### config.mk
export PLATFORM = sky130hd
export DESIGN_NAME = agcm_ghash_mul
export DESIGN_NICKNAME = d
export VERILOG_FILES = /design/src/rtl/core/agcm_pkg.sv /design/src/rtl/core/agcm_ghash_mul.sv
export SDC_FILE = /design/constraint.sdc
export NUM_CORES = 2
export LEC_CHECK = 0
export BUFFER_PORTS_ARGS = -buffer_cell sky130_fd_sc_hd__buf_4
export CORE_MARGIN = 1.5
export CORE_UTILIZATION = 40
export CTS_CLUSTER_SIZE = 12
export DETAILED_ROUTE_END_ITERATION = 10
export PLACE_DENSITY = 0.6
export SLEW_MARGIN = 10
export SYNTH_ARGS = -nofsm -noshare
export SYNTH_HDL_FRONTEND = slang
export SYNTH_SLANG_ARGS = --single-unit
### constraint.sdc
create_clock -name clock -period 5.3 [get_ports clock]
set_input_delay 1.06 -clock clock [delete_from_list [all_inputs] [get_ports clock]]
set_output_delay 1.06 -clock clock [all_outputs]
set_load 0.05 [all_outputs]
### src/rtl/core/agcm_pkg.sv
// Shared constants, types and functions of the AES-128-GCM engine.
package agcm_pkg;

   localparam int BlockWidth  = 128;
   localparam int CountWidth  = 5;
   localparam int NumRounds   = 10;
   localparam int GhashDigits = 8;   // bits of the multiplier folded per cycle

   localparam logic [1:0] FUNC_AAD    = 2'd0;
   localparam logic [1:0] FUNC_TEXT   = 2'd1;
   localparam logic [1:0] FUNC_FINISH = 2'd2;

   localparam logic [2:0] CSR_KEY_HIGH  = 3'd0;
   localparam logic [2:0] CSR_KEY_LOW   = 3'd1;
   localparam logic [2:0] CSR_NONCE_HI  = 3'd2;
   localparam logic [2:0] CSR_NONCE_LO  = 3'd3;
   localparam logic [2:0] CSR_ENCRYPT   = 3'd4;
   localparam logic [2:0] CSR_TAG_HIGH  = 3'd5;
   localparam logic [2:0] CSR_TAG_LOW   = 3'd6;

   localparam logic [7:0] GhashPoly = 8'd225;

   localparam logic [7:0] SBOX [256] = '{
      8'h63,8'h7c,8'h77,8'h7b,8'hf2,8'h6b,8'h6f,8'hc5,8'h30,8'h01,8'h67,8'h2b,8'hfe,8'hd7,8'hab,8'h76,
      8'hca,8'h82,8'hc9,8'h7d,8'hfa,8'h59,8'h47,8'hf0,8'had,8'hd4,8'ha2,8'haf,8'h9c,8'ha4,8'h72,8'hc0,
      8'hb7,8'hfd,8'h93,8'h26,8'h36,8'h3f,8'hf7,8'hcc,8'h34,8'ha5,8'he5,8'hf1,8'h71,8'hd8,8'h31,8'h15,
      8'h04,8'hc7,8'h23,8'hc3,8'h18,8'h96,8'h05,8'h9a,8'h07,8'h12,8'h80,8'he2,8'heb,8'h27,8'hb2,8'h75,
      8'h09,8'h83,8'h2c,8'h1a,8'h1b,8'h6e,8'h5a,8'ha0,8'h52,8'h3b,8'hd6,8'hb3,8'h29,8'he3,8'h2f,8'h84,
      8'h53,8'hd1,8'h00,8'hed,8'h20,8'hfc,8'hb1,8'h5b,8'h6a,8'hcb,8'hbe,8'h39,8'h4a,8'h4c,8'h58,8'hcf,
      8'hd0,8'hef,8'haa,8'hfb,8'h43,8'h4d,8'h33,8'h85,8'h45,8'hf9,8'h02,8'h7f,8'h50,8'h3c,8'h9f,8'ha8,
      8'h51,8'ha3,8'h40,8'h8f,8'h92,8'h9d,8'h38,8'hf5,8'hbc,8'hb6,8'hda,8'h21,8'h10,8'hff,8'hf3,8'hd2,
      8'hcd,8'h0c,8'h13,8'hec,8'h5f,8'h97,8'h44,8'h17,8'hc4,8'ha7,8'h7e,8'h3d,8'h64,8'h5d,8'h19,8'h73,
      8'h60,8'h81,8'h4f,8'hdc,8'h22,8'h2a,8'h90,8'h88,8'h46,8'hee,8'hb8,8'h14,8'hde,8'h5e,8'h0b,8'hdb,
      8'he0,8'h32,8'h3a,8'h0a,8'h49,8'h06,8'h24,8'h5c,8'hc2,8'hd3,8'hac,8'h62,8'h91,8'h95,8'he4,8'h79,
      8'he7,8'hc8,8'h37,8'h6d,8'h8d,8'hd5,8'h4e,8'ha9,8'h6c,8'h56,8'hf4,8'hea,8'h65,8'h7a,8'hae,8'h08,
      8'hba,8'h78,8'h25,8'h2e,8'h1c,8'ha6,8'hb4,8'hc6,8'he8,8'hdd,8'h74,8'h1f,8'h4b,8'hbd,8'h8b,8'h8a,
      8'h70,8'h3e,8'hb5,8'h66,8'h48,8'h03,8'hf6,8'h0e,8'h61,8'h35,8'h57,8'hb9,8'h86,8'hc1,8'h1d,8'h9e,
      8'he1,8'hf8,8'h98,8'h11,8'h69,8'hd9,8'h8e,8'h94,8'h9b,8'h1e,8'h87,8'he9,8'hce,8'h55,8'h28,8'hdf,
      8'h8c,8'ha1,8'h89,8'h0d,8'hbf,8'he6,8'h42,8'h68,8'h41,8'h99,8'h2d,8'h0f,8'hb0,8'h54,8'hbb,8'h16
   };

   // Control from the sequencer to the AES round unit
   typedef struct packed {
      logic         start;
      logic [127:0] block;
   } aes_ctl_type;

   // Control from the sequencer to the GHASH multiplier
   typedef struct packed {
      logic         start;
      logic [127:0] operand;
      logic [127:0] subkey;
   } gmul_ctl_type;

   function automatic logic [7:0] xtime(input logic [7:0] a);
      xtime = {a[6:0], 1'b0} ^ (a[7] ? 8'h1b : 8'h00);
   endfunction

   // Keep the leading n bytes of a 128-bit block (byte 0 in the top bits)
   function automatic logic [127:0] keep_leading(input logic [127:0] b,
                                                 input logic [4:0] n);
      logic [127:0] m;
      m = '0;
      for (int i = 0; i < 16; i++) begin
         if (5'(i) < n) m[127 - 8*i -: 8] = 8'hff;
      end
      keep_leading = b & m;
   endfunction

endpackage

### src/rtl/core/agcm_ghash_mul.sv
// GF(2^128) multiplier folding eight multiplier bits per cycle.
module agcm_ghash_mul (
   input  logic                   clock,
   input  logic                   reset,
   input  agcm_pkg::gmul_ctl_type ctl,
   output logic [127:0]           product,
   output logic                   done
);

   localparam int Steps = 128 / agcm_pkg::GhashDigits;

   logic [127:0] z_ff, z_in, v_ff, v_in, x_ff, x_in;
   logic [3:0]   cnt_ff, cnt_in;
   logic         busy_ff, busy_in, done_ff, done_in;
   logic [127:0] z, v;

   // Shift-and-add over the next eight bits of the operand
   always_comb begin
      z = z_ff;
      v = v_ff;
      for (int i = 0; i < agcm_pkg::GhashDigits; i++) begin
         if (x_ff[127 - i]) z = z ^ v;
         v = {1'b0, v[127:1]} ^ (v[0] ? {agcm_pkg::GhashPoly, 120'd0} : 128'd0);
      end
      z_in = z_ff; v_in = v_ff; x_in = x_ff;
      cnt_in = cnt_ff; busy_in = busy_ff; done_in = 1'b0;
      if (ctl.start) begin
         z_in = '0; v_in = ctl.subkey; x_in = ctl.operand;
         cnt_in = '0; busy_in = 1'b1;
      end else if (busy_ff) begin
         z_in = z; v_in = v;
         x_in = {x_ff[127 - agcm_pkg::GhashDigits:0], {agcm_pkg::GhashDigits{1'b0}}};
         cnt_in = cnt_ff + 4'd1;
         if (cnt_ff == 4'(Steps - 1)) begin
            busy_in = 1'b0;
            done_in = 1'b1;
         end
      end
   end

   always_ff @(posedge clock) begin
      if (reset) begin
         busy_ff <= 1'b0;
         done_ff <= 1'b0;
         cnt_ff  <= '0;
      end else begin
         busy_ff <= busy_in;
         done_ff <= done_in;
         cnt_ff  <= cnt_in;
      end
      z_ff <= z_in;
      v_ff <= v_in;
      x_ff <= x_in;
   end

   assign product = z_ff;
   assign done    = done_ff;

endmodule

# Yosys cells after proc, flatten, opt, wreduce, memory -nomap -nowiden
# Cells that the tools add are included.
# Widths: inputs -> output; s select.
[word_totals] output_inout_bits=129 register_bits=390 input_bits=259 wordCells=52
[op_classes] add_sub_neg=1 muxes=24 bitwise_logic=17 n_eq_ne=1 reduce_logical=3
[ops] cell="$mux 128" count=20
[ops] cell="$xor 127x128->128" count=8
[ops] cell="$xor 128x128->128" count=8
[ops] cell="$add 4x1->4 const B" count=1
[ops] cell="$eq 4x4->1 const B" count=1
[ops] cell="$mux 1" count=4
[ops] cell="$reduce_or 3->1" count=1
[ops] cell="$reduce_bool 2->1" count=1
[ops] cell="$reduce_or 2->1" count=1
[ops] cell="$not 1->1" count=1

# Depth between registers and ports, before layout
[logic_depth] depth_word=18 depth_mapped=10 depth_no_buf=7

# Worst setup path after synthesis
# OpenSTA, ideal clock, no wires.
[synth_timing] path_kind="input port to flip-flop" start="input port ctl[256] (netlist name)" end="register v_ff[0] (enable)" path_slack_ns=-0.092 setup_time_ns=0.511 cell_stages=4 required_time_ns=4.789 arrival_time_ns=4.881 path_buffers=3 path_cell_list="clkbuf_1 > clkbuf_1 > clkbuf_1 > or2_2"
[synth_between] elab_chain_cells=1
[synth_lines] item="from (decl)" line_no="agcm_ghash_mul.sv:5" source="input agcm_pkg::gmul_ctl_type ctl,"
[synth_lines] item="$reduce_bool 2->1 (no source line)"
[synth_lines] item="to (signal assigned)" line_no="agcm_ghash_mul.sv:52" source="v_ff <= v_in;"
[synth_lines] item="to (decl)" line_no="agcm_ghash_mul.sv:12" source="logic [127:0] z_ff, z_in, v_ff, v_in, x_ff, x_in;"
# No other way between the ends.
# A chain may end at the register's enable or synchronous reset.

# Worst setup path in the final report
[layout_timing] start="register x_ff[121]" end="register z_ff[126] (netlist: product[126])"
[layout_between] elab_chain_cells=3
[layout_lines] item="from (decl)" line_no="agcm_ghash_mul.sv:12"
[layout_lines] item="from (signal assigned)" line_no="agcm_ghash_mul.sv:53" source="x_ff <= x_in;"
[layout_lines] item="$mux 128 (*)" line_no="agcm_ghash_mul.sv:22" source="if (x_ff[127 - i]) z = z ^ v;"
[layout_lines] item="$xor 128x128->128" line_no="agcm_ghash_mul.sv:22"
[layout_lines] item="$mux 128 (*)" line_no="agcm_ghash_mul.sv:22"
[layout_lines] item="to (signal assigned)" line_no="agcm_ghash_mul.sv:51" source="z_ff <= z_in;"
[layout_lines] item="to (decl)" line_no="agcm_ghash_mul.sv:12"
# Mark *: on every way between the ends. The rest lies on a longest branch, timed or not.

==> results_dict.tcl <==
set metrics [dict create \
    run_status "finished clean" \
    ff_latch_area_um2 10400 \
    cp_cell_sequence "buf_4, nand2_1, o22ai_1, nor4_1, xor2_1, xnor2_1, a21oi_1, a31o_1" \
    layout.nets 3773 \
    dieWidth_um 272 \
    end_kind "register" \
    setup_viol 0 \
    synthCells 3343 \
    fin_tns_setup_ps 0 \
    syn_area_um2 28900 \
    vias_per_cell 4.85 \
    start_kind "register" \
    drtIter0Drc 1328 \
    critical_path.max_fanout 26 \
    antenna_found_initial 2 \
    slew-limit-headroom 0.296 \
    cts-root-buf "clkbuf_16" \
    clock_latency_ps 610 \
    max_slew.worst_pin.slew_ps 1060 \
    grt_first_pass_wirelength_um 126000 \
    grt_max_degree 164 \
    drv_cap 0 \
    worst_ep_required_time_ps 5790 \
    syn2layout_area_growth_pct 16.9 \
    multi_input_area_um2 17300 \
    cts_hold_buf 0 \
    drc_errors 0 \
    htreeDepth 2 \
    num-fill-cells 6866 \
    synth_area_leaders "edfxtp_1 (27%), xnor2_1 (23%), nand2_1 (15%)" \
    grt_pass1_vias 21393 \
    synthSimpleGateAreaFrac 0.173 \
    grtUsageTotal 0.216 \
    layout_worst_path_cycle_share 0.533 \
    rsz0062_at_grt "no" \
    synth.top_cell.area_share 0.266 \
    leakagePower_nw 13.2 \
    finalClockSkew_ps 22.6 \
    start_util 0.404 \
    synth_compound_area_frac 0.0112 \
    critPathMaxStageDelay_ps 950 \
    stdcell_count 4504 \
    report.final.slew_viol_count 0 \
    fp-row-count 98 \
    die_h_um 272 \
    min_period_ps 2820 \
    io_pins 388 \
    ys_ff_latch 390 \
    postRouteAntennaNets 0 \
    placed_cells 4413 \
    max_freq_mhz 354 \
    crit_type "register to register" \
    crit_arrival_ps 3310 \
    cts_sinks 390 \
    die_area_um2 73900 \
    crit_buf_inv 1 \
    peakVddDrop_v 0.000268 \
    synth_area_leader_cell "edfxtp_1" \
    num_vias 21830 \
    synth_area_per_cell_um2 8.64 \
    finalHoldViolations 0 \
    port_buffers 387 \
    synth_top_family_by_area "XOR/XNOR gates" \
    ys_warn_count 0 \
    cp_top_family "flip-flops" \
    cts.path.max_buffers 3 \
    first_pass_iters 5 \
    grt.overflow.total 0 \
    cts_tree "done" \
    syn_nets 3603 \
    clk_pin_slew_ps 60 \
    drt_wl_total_um 81000 \
    dpl.hpwl_um 52400 \
    slowest_stage "edfxtp_1" \
    hold_path_class "register to register" \
    coreArea_um2 71500 \
    synth_cell_type_count 40 \
    synth_mux_area_frac 0.0972 \
    place_congestion 0.817 \
    numCtsBuffers 48 \
    wl_per_cell_um 18.0 \
    synth_xor_area_frac 0.317 \
    yosys.area_share.adder 0.000433 \
    cts.repair.resized 0 \
    drive_above_1_share 0.211 \
    seq_area_frac_synth 0.359 \
    post_cts_buffers 0 \
    p_per_area_nw_per_um2 433 \
]
==> cells in the final DEF (no fill, tap or decap), drive strengths merged, types with 2 or more instances in the layout <==
cell type  count
a211oi         5
a21oi         21
a31oi          6
and2           8
buf          422
bufinv         4
clkbuf        61
clkinv        15
clkinvlp       4
dfxtp        134
edfxtp       256
inv           12
mux2         244
mux2i          6
nand2       1135
nand2b         4
nand3          3
nand4          2
nor2         136
nor3           5
nor4           4
o211ai         4
o21ai         11
o22ai          5
or2            4
xnor2        763
xnor3          5
xor2         265
==> registers in the layout, indices dropped and copies added (netlist names) <==
register,count
cnt_ff,4
product,128
x_ff,128
v_ff,128
done,1
busy_ff,1
==> layout make-up <==
cell class              count  share of cell area
diodes                      1           0.0000741
clock buffers              61              0.0376
clock inverters            29             0.00960
inverters                   6            0.000667
multi-input cells        2645               0.512
flip-flops and latches    390               0.307
well taps                 950              0.0352
repair buffers            422              0.0974
==> metal layers <==
layer	share of wire	routed length, µm	up-vias	global-route usage
met1	0.43	35000	10380	0.280
met3	0.068	5500	116	0.0494
li1	-	-	10762	-
met5	0.00016	13	-	0
met2	0.47	38200	570	0.355
met4	0.028	2270	2	0.0678
==> logic make-up (layout without fill, tap and decap cells) <==
logic type                 count (synthesis)  in the layout
and+or+nand+nor                         1305           1305
DFF                                      390            390
muxes                                    250            250
adders and majority gates                  1              1
AOI/OAI and AO/OA                         55             55
xor gates and xnor gates                1034           1034
buffers and inverters                    308            518
other                                      0              1
==> final timing paths <==
kind / startpoint / end / slack (ps) / cells past startpoint
max: x_ff[121] / product[126] / 2480 / 8
min: product[98] / product[98] / 510 / 2
max reg2reg: x_ff[121] / product[126] / 2480 / 8
min reg2reg: product[98] / product[98] / 510 / 2
==> cells in the mapped netlist <==
library cell	count
nand2_1	1135
xnor2_1	763
xor2_1	262
edfxtp_1	256
mux2_2	244
clkbuf_1	149
nor2_1	136
dfxtp_1	134
buf_1	96
buf_2	55
a21oi_1	21
o21ai_0	11
and2_1	8
a31oi_1	6
mux2i_1	6
a211oi_1	5
nor3_1	5
o22ai_1	5
xnor3_1	5
nand2b_1	4
o211ai_1	4
inv_1	3
inv_2	3
nand3_1	3
nor4_1	3
xor2_2	3
buf_4	2
nand4_1	2
or2_1	2
or2_2	2
a211o_1	1
a31o_1	1
and3b_1	1
ha_1	1
nand3b_1	1
nor3b_1	1
nor4_2	1
nor4bb_1	1
o311ai_1	1
xor3_1	1
==> power by group <==
group	switching (mW)	internal [mW]	total [mW]
Clock	1.42	1.92	3.34
Sequential	0.708	3.88	4.59
Combinational	3.75	2.92	6.68
==> worst reg2reg max path, delay by kind of cell (launching register included) <==
family          cells  cell delay, ps
xor+xnor            2             490
flops               1             950
buf+inv             1             470
compound gates      3             540
simple gates        2             240
==> through the flow <==
stage	utilization	setup slack, ps	hold slack, ps	power [mW]	instance area, µm²
6_report	0.472	2480	513	14.6	33800
4_1_cts	0.472	2500	519	14.8	33800
3_3_place_gp	0.450	2180	493	11.3	32200
2_1_floorplan	-	1190	467	9.71	28900
5_1_grt	0.472	2250	532	15.5	33800
3_5_place_dp	0.450	2160	500	11.4	32200
Note: power is estimated with default switching activity, not from simulation.
